File: config.mk
export PLATFORM = sky130hd
export DESIGN_NAME = kernel_heap_break_frame_allocator_top
export DESIGN_NICKNAME = d
export VERILOG_FILES = /design/src/khb_pkg.sv /design/src/kernel_heap_break_frame_allocator_top.sv /design/src/khb_ram.sv
export SDC_FILE = /design/constraint.sdc
export NUM_CORES = 2
export LEC_CHECK = 0
export BUFFER_PORTS_ARGS = -buffer_cell sky130_fd_sc_hd__buf_2
export CORE_ASPECT_RATIO = 1.5
export CORE_MARGIN = 2
export CORE_UTILIZATION = 49
export CTS_CLUSTER_SIZE = 14
export DETAILED_ROUTE_END_ITERATION = 10
export GPL_ROUTABILITY_DRIVEN = 0
export HOLD_SLACK_MARGIN = 0.15
export PLACE_DENSITY_LB_ADDON = 0.08
export SYNTH_ARGS = -nofsm -noshare
export SYNTH_HDL_FRONTEND = slang
export SYNTH_SLANG_ARGS = --single-unit
File: constraint.sdc
create_clock -name i_clk -period 43.7 [get_ports i_clk]
set_input_delay 4.37 -clock i_clk [delete_from_list [all_inputs] [get_ports i_clk]]
set_output_delay 4.37 -clock i_clk [all_outputs]
set_load 0.01 [all_outputs]
File: src/khb_pkg.sv
// Shared types and constants for the kernel heap break / frame allocator.
// No dependencies.
package khb_pkg;

    // Default sizes
    localparam int MAX_FRAMES_DEF   = 1024;
    localparam int REGION_PAGES_DEF = 128;
    localparam int PAGE_SHIFT_DEF   = 13;

    // Field widths fixed by the interface
    localparam int CMD_W   = 3;
    localparam int FRAME_W = 10;
    localparam int STS_W   = 2;
    localparam int PAGE_W  = 8;
    localparam int ADDR_W  = 32;
    localparam int CFG_W   = 11;
    localparam int CIDX_W  = 3;

    typedef enum logic [CMD_W-1:0] {
        CMD_INIT  = 3'd0,
        CMD_ALLOC = 3'd1,
        CMD_FREE  = 3'd2,
        CMD_USE   = 3'd3,
        CMD_BRK   = 3'd4
    } t_cmd;

    typedef enum logic [STS_W-1:0] {
        ST_OK    = 2'd0,
        ST_BELOW = 2'd1,
        ST_STACK = 2'd2,
        ST_NOMEM = 2'd3
    } t_status;

    typedef enum logic [CIDX_W-1:0] {
        CFG_FRAME_COUNT = 3'd0,
        CFG_ORIG_HEAP   = 3'd1,
        CFG_FIRST_DATA  = 3'd2,
        CFG_HEAP_LIMIT  = 3'd3,
        CFG_STACK_FIRST = 3'd4,
        CFG_STACK_COUNT = 3'd5,
        CFG_VM_ON       = 3'd6
    } t_cfg_idx;

endpackage

File: src/kernel_heap_break_frame_allocator_top.sv
// Kernel heap break / frame allocator top level: sequencer, page map and frame map.
// Depends on khb_pkg and khb_ram.
//
// One request at a time; a result always follows each request. After reset the
// frame map is swept clear, during which no request is taken. Init repeats the
// same sweep and then maps the kernel text, data and stack pages one at a time.
// Allocate scans the frame map through its single read port, reading and then
// checking each frame in turn. Free and use write one frame map entry.
// Set-break frees the frame of each mapped page above the new break in turn when
// lowering, skipping unmapped pages, and runs a full allocate scan per page when raising.
module kernel_heap_break_frame_allocator_top
    import khb_pkg::*;
#(
    parameter int MAX_FRAMES   = MAX_FRAMES_DEF,
    parameter int REGION_PAGES = REGION_PAGES_DEF,
    parameter int PAGE_SHIFT   = PAGE_SHIFT_DEF
) (
    input  logic               i_clk,
    input  logic               i_rst_n,
    input  logic               i_cfg_we,
    input  logic [CIDX_W-1:0]  i_cfg_index,
    input  logic [CFG_W-1:0]   i_cfg_data,
    input  logic               i_in_valid,
    output logic               o_in_stall,
    input  logic [CMD_W-1:0]   i_command,
    input  logic [FRAME_W-1:0] i_frame_number,
    input  logic [ADDR_W-1:0]  i_break_address,
    output logic               o_out_valid,
    input  logic               i_out_stall,
    output logic [FRAME_W-1:0] o_granted_frame,
    output logic [STS_W-1:0]   o_status,
    output logic [PAGE_W-1:0]  o_break_page_now
);

    localparam int FW = $clog2(MAX_FRAMES);
    localparam int PW = $clog2(REGION_PAGES);
    localparam int NW = ADDR_W - PAGE_SHIFT;
    localparam int LW = (FW + 1 > CFG_W) ? FW + 1 : CFG_W;
    localparam int CW = ((PW > PAGE_W) ? PW : PAGE_W) + 1;
    localparam int MX = ((FW > PAGE_W) ? FW : PAGE_W) + 1;
    localparam int M2 = ((FW > FRAME_W) ? FW : FRAME_W) + 1;

    typedef enum logic [3:0] {
        S_CLR, S_IDLE, S_INIT_CLR, S_INIT_TXT, S_INIT_STK, S_MARK, S_BRK,
        S_SCAN_RD, S_SCAN_CHK, S_GROW, S_SHR_CHK, S_SHR_FREE, S_FIN
    } t_state;

    t_state r_state, n_state;

    // configuration
    logic [CFG_W-1:0]  r_fc;
    logic [PAGE_W-1:0] r_ohp, r_hlp;
    logic [6:0]        r_sfp;
    logic [3:0]        r_spc;
    logic              r_vm;

    // request and working registers
    logic [CMD_W-1:0]   r_cmd, n_cmd;
    logic [FRAME_W-1:0] r_frm, n_frm;
    logic [NW-1:0]      r_np, n_np;
    logic [FW:0]        r_f, n_f;
    logic [PAGE_W-1:0]  r_p, n_p;
    logic [3:0]         r_k, n_k;
    logic               r_grow, n_grow;
    logic [REGION_PAGES-1:0] r_vld, n_vld;
    logic [PAGE_W-1:0]  r_brk, n_brk;
    logic [FRAME_W-1:0] r_gnt, n_gnt;
    logic [STS_W-1:0]   r_sts, n_sts;

    // result register
    logic               r_ovld, n_ovld;
    logic [FRAME_W-1:0] r_ognt, n_ognt;
    logic [STS_W-1:0]   r_osts, n_osts;
    logic [PAGE_W-1:0]  r_obrk, n_obrk;

    // RAM ports
    logic               fr_we;
    logic [FW-1:0]      fr_waddr, fr_raddr;
    logic [0:0]         fr_wdata, fr_rdata;
    logic               mf_we;
    logic [PW-1:0]      mf_waddr, mf_raddr;
    logic [FRAME_W-1:0] mf_rdata;

    logic [LW-1:0] lim;
    logic          p_in_reg;
    logic [PW-1:0] p_idx;
    logic [PAGE_W-1:0] np8;

    khb_ram #(.WIDTH(1), .DEPTH(MAX_FRAMES)) u_frame_map (
        .i_clk   (i_clk),
        .i_we    (fr_we),
        .i_waddr (fr_waddr),
        .i_wdata (fr_wdata),
        .i_raddr (fr_raddr),
        .o_rdata (fr_rdata)
    );

    khb_ram #(.WIDTH(FRAME_W), .DEPTH(REGION_PAGES)) u_page_frame (
        .i_clk   (i_clk),
        .i_we    (mf_we),
        .i_waddr (mf_waddr),
        .i_wdata (FRAME_W'(mf_we && (r_state == S_GROW || r_state == S_SCAN_CHK)
                          ? r_f : LW'(r_p))),
        .i_raddr (mf_raddr),
        .o_rdata (mf_rdata)
    );

    assign lim = (LW'(r_fc) < LW'(MAX_FRAMES)) ? LW'(r_fc) : LW'(MAX_FRAMES);
    assign p_in_reg = CW'(r_p) < CW'(REGION_PAGES);
    assign p_idx = PW'(r_p);
    assign np8 = PAGE_W'(r_np);

    // configuration writes
    always_ff @(posedge i_clk) begin
        if (!i_rst_n) begin
            r_fc  <= CFG_W'(1024);
            r_ohp <= PAGE_W'(16);
            r_hlp <= PAGE_W'(126);
            r_sfp <= 7'd126;
            r_spc <= 4'd2;
            r_vm  <= 1'b0;
        end else if (i_cfg_we) begin
            unique case (i_cfg_index)
                CFG_FRAME_COUNT: r_fc  <= i_cfg_data;
                CFG_ORIG_HEAP:   r_ohp <= i_cfg_data[PAGE_W-1:0];
                CFG_HEAP_LIMIT:  r_hlp <= i_cfg_data[PAGE_W-1:0];
                CFG_STACK_FIRST: r_sfp <= i_cfg_data[6:0];
                CFG_STACK_COUNT: r_spc <= i_cfg_data[3:0];
                CFG_VM_ON:       r_vm  <= i_cfg_data[0];
                // protection is not kept, so the data page boundary has no effect
                default: ;
            endcase
        end
    end

    // sequencer
    always_comb begin
        n_state = r_state;
        n_cmd = r_cmd;  n_frm = r_frm;  n_np = r_np;
        n_f = r_f;  n_p = r_p;  n_k = r_k;  n_grow = r_grow;
        n_vld = r_vld;  n_brk = r_brk;  n_gnt = r_gnt;  n_sts = r_sts;
        n_ognt = r_ognt;  n_osts = r_osts;  n_obrk = r_obrk;
        n_ovld = (r_ovld && !i_out_stall) ? 1'b0 : r_ovld;
        fr_we = 1'b0;  fr_waddr = FW'(r_f);  fr_wdata = 1'b0;
        fr_raddr = FW'(r_f);
        mf_we = 1'b0;  mf_waddr = p_idx;  mf_raddr = p_idx;

        unique case (r_state)
            S_CLR, S_INIT_CLR: begin
                fr_we = 1'b1;
                n_f = r_f + 1'b1;
                if (FW'(r_f) == FW'(MAX_FRAMES - 1)) begin
                    n_f = '0;
                    n_p = '0;
                    n_vld = '0;
                    n_state = (r_state == S_CLR) ? S_IDLE : S_INIT_TXT;
                end
            end
            S_IDLE: begin
                if (i_in_valid) begin
                    n_cmd = i_command;
                    n_frm = i_frame_number;
                    n_np = NW'(i_break_address >> PAGE_SHIFT);
                    n_gnt = '0;
                    n_sts = ST_OK;
                    n_f = '0;
                    unique case (i_command)
                        CMD_INIT:  n_state = S_INIT_CLR;
                        CMD_ALLOC: begin
                            n_grow = 1'b0;
                            n_state = S_SCAN_RD;
                        end
                        CMD_FREE, CMD_USE: n_state = S_MARK;
                        CMD_BRK:   n_state = S_BRK;
                        default:   n_state = S_FIN;
                    endcase
                end
            end
            // kernel text and data pages, identity mapped
            S_INIT_TXT: begin
                if (r_p < r_ohp && p_in_reg) begin
                    mf_we = 1'b1;
                    n_vld[p_idx] = 1'b1;
                    fr_we = MX'(r_p) < MX'(MAX_FRAMES);
                    fr_waddr = FW'(r_p);
                    fr_wdata = 1'b1;
                    n_p = r_p + 1'b1;
                end else begin
                    n_p = PAGE_W'(r_sfp);
                    n_k = '0;
                    n_state = S_INIT_STK;
                end
            end
            // kernel stack pages
            S_INIT_STK: begin
                if (r_k < r_spc && p_in_reg) begin
                    mf_we = 1'b1;
                    n_vld[p_idx] = 1'b1;
                    fr_we = MX'(r_p) < MX'(MAX_FRAMES);
                    fr_waddr = FW'(r_p);
                    fr_wdata = 1'b1;
                    n_p = r_p + 1'b1;
                    n_k = r_k + 1'b1;
                end else begin
                    n_brk = r_hlp;
                    n_state = S_FIN;
                end
            end
            S_MARK: begin
                fr_we = M2'(r_frm) < M2'(MAX_FRAMES);
                fr_waddr = FW'(r_frm);
                fr_wdata = (r_cmd == CMD_USE);
                n_state = S_FIN;
            end
            S_BRK: begin
                if (r_np < NW'(r_ohp)) begin
                    n_sts = ST_BELOW;
                    n_state = S_FIN;
                end else if (!r_vm) begin
                    n_state = S_FIN;
                end else if (r_np > NW'(r_hlp)) begin
                    n_sts = ST_STACK;
                    n_state = S_FIN;
                end else if (np8 <= r_brk) begin
                    n_p = np8;
                    n_state = S_SHR_CHK;
                end else begin
                    n_p = r_brk;
                    n_grow = 1'b1;
                    n_state = S_GROW;
                end
            end
            // first-fit scan, reading and then checking one frame at a time
            S_SCAN_RD: begin
                if (LW'(r_f) < lim) begin
                    n_state = S_SCAN_CHK;
                end else begin
                    n_sts = ST_NOMEM;
                    n_state = S_FIN;
                end
            end
            S_SCAN_CHK: begin
                if (!fr_rdata[0]) begin
                    fr_we = 1'b1;
                    fr_wdata = 1'b1;
                    if (r_grow) begin
                        mf_we = p_in_reg;
                        if (p_in_reg) begin
                            n_vld[p_idx] = 1'b1;
                        end
                        n_p = r_p + 1'b1;
                        n_state = S_GROW;
                    end else begin
                        n_gnt = FRAME_W'(r_f);
                        n_state = S_FIN;
                    end
                end else begin
                    n_f = r_f + 1'b1;
                    n_state = S_SCAN_RD;
                end
            end
            S_GROW: begin
                n_f = '0;
                if (r_p < np8) begin
                    n_state = S_SCAN_RD;
                end else begin
                    n_brk = np8;
                    n_state = S_FIN;
                end
            end
            // lowering: free frames of valid pages above the new break
            S_SHR_CHK: begin
                if (r_p < r_brk && p_in_reg) begin
                    if (r_vld[p_idx]) begin
                        n_state = S_SHR_FREE;
                    end else begin
                        n_p = r_p + 1'b1;
                    end
                end else begin
                    n_brk = np8;
                    n_state = S_FIN;
                end
            end
            S_SHR_FREE: begin
                fr_we = M2'(mf_rdata) < M2'(MAX_FRAMES);
                fr_waddr = FW'(mf_rdata);
                fr_wdata = 1'b0;
                n_vld[p_idx] = 1'b0;
                n_p = r_p + 1'b1;
                n_state = S_SHR_CHK;
            end
            S_FIN: begin
                if (!r_ovld || !i_out_stall) begin
                    n_ovld = 1'b1;
                    n_ognt = r_gnt;
                    n_osts = r_sts;
                    n_obrk = r_brk;
                    n_state = S_IDLE;
                end
            end
            default: n_state = S_IDLE;
        endcase
    end

    always_ff @(posedge i_clk) begin
        if (!i_rst_n) begin
            r_state <= S_CLR;
            r_f     <= '0;
            r_vld   <= '0;
            r_brk   <= '0;
            r_ovld  <= 1'b0;
        end else begin
            r_state <= n_state;
            r_f     <= n_f;
            r_vld   <= n_vld;
            r_brk   <= n_brk;
            r_ovld  <= n_ovld;
        end
        r_cmd  <= n_cmd;
        r_frm  <= n_frm;
        r_np   <= n_np;
        r_p    <= n_p;
        r_k    <= n_k;
        r_grow <= n_grow;
        r_gnt  <= n_gnt;
        r_sts  <= n_sts;
        r_ognt <= n_ognt;
        r_osts <= n_osts;
        r_obrk <= n_obrk;
    end

    assign o_in_stall       = (r_state != S_IDLE);
    assign o_out_valid      = r_ovld;
    assign o_granted_frame  = r_ognt;
    assign o_status         = r_osts;
    assign o_break_page_now = r_obrk;

    // a granted frame only comes with an ok status
    a_gnt_ok: assert property (@(posedge i_clk) disable iff (!i_rst_n)
        (o_out_valid && o_granted_frame != '0) |-> (o_status == ST_OK))
        else $error("nonzero frame with error status");

    // a new result only leaves the finish state
    a_out_src: assert property (@(posedge i_clk) disable iff (!i_rst_n)
        $rose(o_out_valid) |-> $past(r_state == S_FIN))
        else $error("result without finish");

    // the scan never looks past the configured frames
    a_scan_lim: assert property (@(posedge i_clk) disable iff (!i_rst_n)
        (r_state == S_SCAN_CHK) |-> (LW'(r_f) < lim))
        else $error("scan beyond frame limit");

endmodule

File: src/khb_ram.sv
// Generic single-write, single-read RAM with registered read data.
// No dependencies.
module khb_ram #(
    parameter int WIDTH = 8,
    parameter int DEPTH = 16
) (
    input  logic                     i_clk,
    input  logic                     i_we,
    input  logic [$clog2(DEPTH)-1:0] i_waddr,
    input  logic [WIDTH-1:0]         i_wdata,
    input  logic [$clog2(DEPTH)-1:0] i_raddr,
    output logic [WIDTH-1:0]         o_rdata
);

    logic [WIDTH-1:0] r_mem [DEPTH];
    logic [WIDTH-1:0] r_rdata;

    always_ff @(posedge i_clk) begin
        if (i_we) begin
            r_mem[i_waddr] <= i_wdata;
        end
        r_rdata <= r_mem[i_raddr];
    end

    assign o_rdata = r_rdata;

endmodule

==> Word-level counts from Yosys, hierarchy flattened <==
Memories as Yosys holds them, arrays and structs flattened. A register that Yosys moved wholly into a read port is not among the register bits.
Index checks and enable logic that the tools add are counted.
{ "classes": {"n_addsub": 3, "magnitude_cmp": 12, "eq_ne": 49, "mux": 89, "bitwise": 3, "reduce_logical": 41} }
{ "op_table": {"columns": ["op", "count"], "rows": [
  ["$mux 128", 6],
  ["$pmux 128 s5", 1],
  ["$and 128x128->128", 1],
  ["$not 128->128", 1],
  ["$or 128x128->128", 1],
  ["$mux 8", 14],
  ["$mux 10", 6],
  ["$pmux 8 s7", 1],
  ["$pmux 4 s12", 1],
  ["$mux 11", 4],
  ["$mux 4", 11],
  ["$pmux 11 s4", 1],
  ["$ne 2x2->1 const B", 21],
  ["$pmux 10 s4", 1],
  ["$lt 8x8->1", 3],
  ["$pmux 8 s3", 1],
  ["$eq 4x4->1 const B", 5],
  ["$mux 1", 20],
  ["$pmux 10 s2", 1],
  ["$gt 19x8->1", 1],
  ["$lt 19x8->1", 1],
  ["$eq 4x3->1 const B", 4],
  ["$pmux 4 s4", 1],
  ["$reduce_and 2->1", 8],
  ["46 further kinds", 82]
]} }
{ "word_totals": {"regBits": 268, "mem_bits_rw": 2304, "in_bits": 64, "out_inout_bits": 22, "word_cells": 221, "mem_count": 2} }
{ "memory_table": {"columns": ["name", "words", "word_bits", "read_ports", "rd_ports_with_merged_regs", "write_ports", "line_no", "text"], "rows": [
  ["u_page_frame.r_mem", 128, 10, 1, 1, 1, "khb_ram.sv:15", "logic [WIDTH-1:0] r_mem [DEPTH];"],
  ["u_frame_map.r_mem", 1024, 1, 1, 1, 1, "khb_ram.sv:15", null]
]} }

==> Logic depth before layout (Yosys ltp) <==
{ "depth": {"depth_word": 9, "depth_mapped": 15, "ltp_nobuf": 11} }

==> Hierarchy <==
A second synthesis with hierarchy kept.
{ "unflattened": {"cells_unflattened": 6664, "area_unflattened_um2": 108502.8} }
{ "by_module_without_submodules": {"columns": ["module", "n_inst", "cells_each", "area_per_inst_um2", "seq_area_each_um2"], "rows": [
  ["khb_ram (u_page_frame)", 1, 1998, 49354.8, 38637.1],
  ["khb_ram (u_frame_map)", 1, 3112, 44656.6, 30769.5],
  ["kernel_heap_break_frame_allocator_top", 1, 1554, 14491.4, 6135.9]
]} }

==> Least setup slack after synthesis <==
Ideal clock, no wire load.
{ "synth_timing": {"path_type": "flip-flop to flip-flop", "startpoint": "register r_state[0]", "endpoint": "memory u_frame_map.r_mem[0], data pin", "t_arrival_ns": 27.618, "required_ns": 38.199, "setup_slack_ns": 10.580, "stages_incl_launch_ff": 7, "n_path_buf": 2, "path_cell_list": "dfxtp_1 clkbuf_1 inv_1 nand2_1 or3_1 clkbuf_1 o211ai_1"} }
{ "synth_between": {"elab_chain_len": 2, "elab_cells_between_ends": 5, "classes_between": "eq/ne (4); mux (1)"} }
{ "synth_rtl": {"columns": ["element", "line_no", "text"], "rows": [
  ["start, declared", "kernel_heap_break_frame_allocator_top.sv:48", "t_state r_state, n_state;"],
  ["start signal, assigned", "kernel_heap_break_frame_allocator_top.sv:313", "r_state <= n_state;"],
  ["$eq 4x4->1 (tied with other cells)", "kernel_heap_break_frame_allocator_top.sv:148", "unique case (r_state)"],
  ["$pmux 1 s4 *", "kernel_heap_break_frame_allocator_top.sv:148", null],
  ["net fr_wdata", "kernel_heap_break_frame_allocator_top.sv:79", "logic [0:0] fr_wdata, fr_rdata;"],
  ["end, declared", "khb_ram.sv:15", null]
]} }
Mark *: on every way through the listed nets, which the timed path passes. The rest lies on a longest branch.

==> Final worst setup path <==
{ "layout_timing": {"startpoint": "register r_state[3]", "endpoint": "output port o_in_stall"} }
{ "layout_between": {"elab_chain_len": 1} }
{ "layout_rtl": {"columns": ["element", "line_no", "text"], "rows": [
  ["$ne 4x1->1", "kernel_heap_break_frame_allocator_top.sv:332", "assign o_in_stall = (r_state != S_IDLE);"],
  ["end, declared", "kernel_heap_break_frame_allocator_top.sv:24", "output logic o_in_stall,"]
]} }
No other way between the ends.

==> summary.md <==
| Metric | Value |
|---|---|
| Startpoint types | flip-flop |
| Kind of critical path | flip-flop to output pin |
| RSZ-0062 raised after global routing | no |
| Worst hold slack | 0.417 ns |
| Failing checks | max-capacitance violations, max-slew violations |
| Placed cell area | approximately 110000 um2 |
| Synth async-reset ratio | 0 |
| Skew final | ~0.089 ns |
| Worst VDD drop | between 0.03 and 0.04 mV |
| Setup repair bufs after CTS | 0 |
| Mux cell area share after synthesis | 0.0656 |
| Initial antenna violation count | 15 |
| Fin crit share | 0.161 |
| Cells after synthesis | around 7100 |
| Post-synth EDFFs | around 2400 |
| Slew HR | -0.0200 |
| P_sw | 984 uW |
| P&R area growth vs syn | 11.0% |
| Cell internal pwr | roughly 3800 uW |
| Root Driver | clkbuf_16 |
| Sw Ratio | 0.204 |
| Syn_nets | roughly 7300 |
| P_leak | between 0.03 and 0.04 uW |
| H-tree Lvls | 4 |
| Max Cap Viol | 1 |
| Clock Sinks | 2583 |
| Final instance area | about 120000 um2 |
| Synth cell count leaders | 2381 x edfxtp_1, 1272 x nor2_1, 476 x a22oi_1 |
| Max-slew violation count | 2 |
| Largest family of logic cells by synthesized area | compound AO/OA/AOI/OAI gates |
| DRT antenna net count | 0 |
| Violation count after the first detailed-routing iteration | 6850 |
| Worst-margin pin slew | between 1.5 and 2 ns |
| Number of setup violations in the final report | 0 |
| Met3 Usage GRT | 0.0391 |
| Sequential fraction of the synthesis area | 0.716 |
| Routed via count | around 65000 |
| Residual DRC | 0 |
| Io pins | between 80 and 90 |
| Post-Syn Area | 106000 um2 |
| First-pass GRT wire length | 463000 um |
| Die ar. | roughly 220000 um2 |
| Simple-gate share of the synthesized area | 0.0729 |
| Starting Density | 0.493 |
| Synth Area in Compound Gates | 0.112 |
| CP endpoint kind | output pin |
| Syn. warnings | 0 |
| Max Root-Sink Buffers | 4 |
| Met1 usage | 0.352 |
| Drt total wl | between 300000 and 400000 um |
| Share of the synthesized area in the top cell type | 0.677 |
| Number of global-route vias before repair | approximately 64000 |
| Worst-path clk slew | ~0.06 ns |
| Sequential share of power | 0.552 |
| Die W | approximately 380 um |
| Adder-Cell Fraction of Synth Area | 0.00711 |
| Synth area leaders | edfxtp_1 68%, mux4_2 5.5%, nor2_1 4.5% |
| CTS tree | done |
| Clock share of power | 0.428 |
| Site Rows | 208 |
| Cts bufs inserted | 246 |
| Setup TNS | 0 ns |
| Pwr per Cell Area | roughly 41 nW/um2 |
| Total track usage | 0.295 |
| Layout cells sized above 1 | 0.141 |
| WL/cell | approximately 32 um |
| Outcome | finished, violations left |
| Arrival time worst endpoint | 2.68 ns |
| Cell taking the most area after synthesis | edfxtp_1 |
| Library cells used by synthesis | 80 |
| Nets@finish | approximately 7300 |
| DIE HEIGHT | 572 um |
| Number of synthesized register bits | approximately 2600 |
| GR Util met2 | 0.519 |
| Core region area | between 200000 and 250000 um2 |
| Fmax | 0.142 GHz |
| CP required | between 30 and 40 ns |
| Xor and xnor area share after synthesis | 0.00133 |
| Top FF cell, synth | edfxtp_1 |
| Detailed placement HPWL | ~190000 um |
| First-pass iteration count of the detailed router | 6 |
| Post-CTS Resized | 0 |
| Vias per cell | roughly 6.4 |
| Hold_buf cts | 0 |
| Fin crit period | 7.05 ns |
| Most common cell in the netlist | edfxtp_1 |
| Crit path max fanout | 26 |
| GRT overflow | 0 |
| Largest net degree at the start of global routing | ~280 |
| Syn avg cell area | approximately 15 um2 |
| Final Hold Fails | 0 |
| Comb pwr share | 0.020 |
| Number of buffers added on ports | 72 |
| Top Usage Layer GRT | met2 |
| Clk_lat worst skew | 0.92 ns |
| Hold WC Path Type | flip-flop to flip-flop |
-- flip-flops by register name, summed over array words and instances (netlist names), 7 cells and up --
signal	cells
r_p	8
u_page_frame.r_mem	1280
o_granted_frame	10
r_np	19
r_brk	8
r_ohp	8
u_frame_map.r_mem	1024
r_hlp	8
u_page_frame.o_rdata	10
r_f	11
r_frm	10
r_vld	128
r_sfp	7
r_gnt	10
o_break_page_now	8
r_fc	11
-- routing by layer --
metal	vias to the layer above	wire, um
met5	-	56
met4	8	19800
met3	713	21100
met2	2656	167000
met1	33800	120000
li1	27700	-
-- through the flow --
step                      utilization  instances  worst slack [ns]  total power (uW)
final                           0.547      10200             36.65              4830
after global routing            0.547      10200             36.55              4940
after CTS                       0.547      10200             36.64              4850
after detailed placement        0.511       9713             37.10              2810
after global placement          0.511       9713             37.14              2810
after floorplan                     -       7144             10.58              2780
-- kinds of logic (layout without fill, tap and decap cells) --
family | Yosys count | in the layout
simple gates | 1851 | 1851
mux | 367 | 367
flops | 2583 | 2583
buf+inv | 653 | 832
other cells | 0 | 9
compound gates | 1614 | 1614
fa+ha+maj | 60 | 60
xor+xnor | 16 | 16
-- final cells by class --
class | instances | area, um2
clock buffers | 327 | 6670
flip-flops and latches | 2583 | 75600
clock inverters | 117 | 943
multi-input cells | 3908 | 27700
well taps | 2835 | 3550
fillers | 17400 | 97100
repair buffers | 335 | 2480
inverters | 53 | 199
diodes | 9 | 22.5
-- critical path, cell delays in order (launching register included) --
cell,delay [ns]
dfxtp_1,0.30
buf_4,0.22
inv_1,0.27
nand2_1,0.22
or3_1,0.52
buf_2,0.26
-- power groups by stage --
stage / clock network [uW] / registers, uW / logic, uW
final: 2070 / 2660 / 95.8
after global routing: 2180 / 2660 / 101
after CTS: 2100 / 2660 / 96.4
after detailed placement: 0 / 2720 / 96.2
after global placement: 0 / 2720 / 96.0
after floorplan: 0 / 2710 / 65.4
-- placed cells by master (no fill, tap or decap), types with 20 or more instances in the layout --
cell	instances
ha_1	60
a211oi_1	20
edfxtp_1	2381
nand3_1	82
buf_2	71
nor4_1	21
clkinv_1	47
nor2_1	1265
o211ai_1	36
clkbuf_16	248
inv_1	50
nor2b_1	35
nand4_1	61
a22o_1	117
nor3_1	41
a31oi_1	101
mux4_2	258
clkinv_2	48
mux2i_1	95
dfxtp_1	195
nand2_1	203
nand2b_1	23
a221oi_1	129
a21oi_1	221
o21a_1	264
clkbuf_1	62
buf_4	251
o21ai_0	63
a22oi_1	476
o22ai_1	20
a21boi_0	27
-- final timing paths --
kind / end / from / depth (start not counted) / slack (ns)
worst min-delay path: o_granted_frame[7] / r_gnt[7] / 0 / 0.42
worst min register to register: o_granted_frame[7] / r_gnt[7] / 0 / 0.42
worst max register to register: u_page_frame.o_rdata[2] / r_p[2] / 14 / 37.43
worst max-delay path: o_in_stall / r_state[3] / 5 / 36.65
No activity file was read; power rests on OpenSTA's default activity.
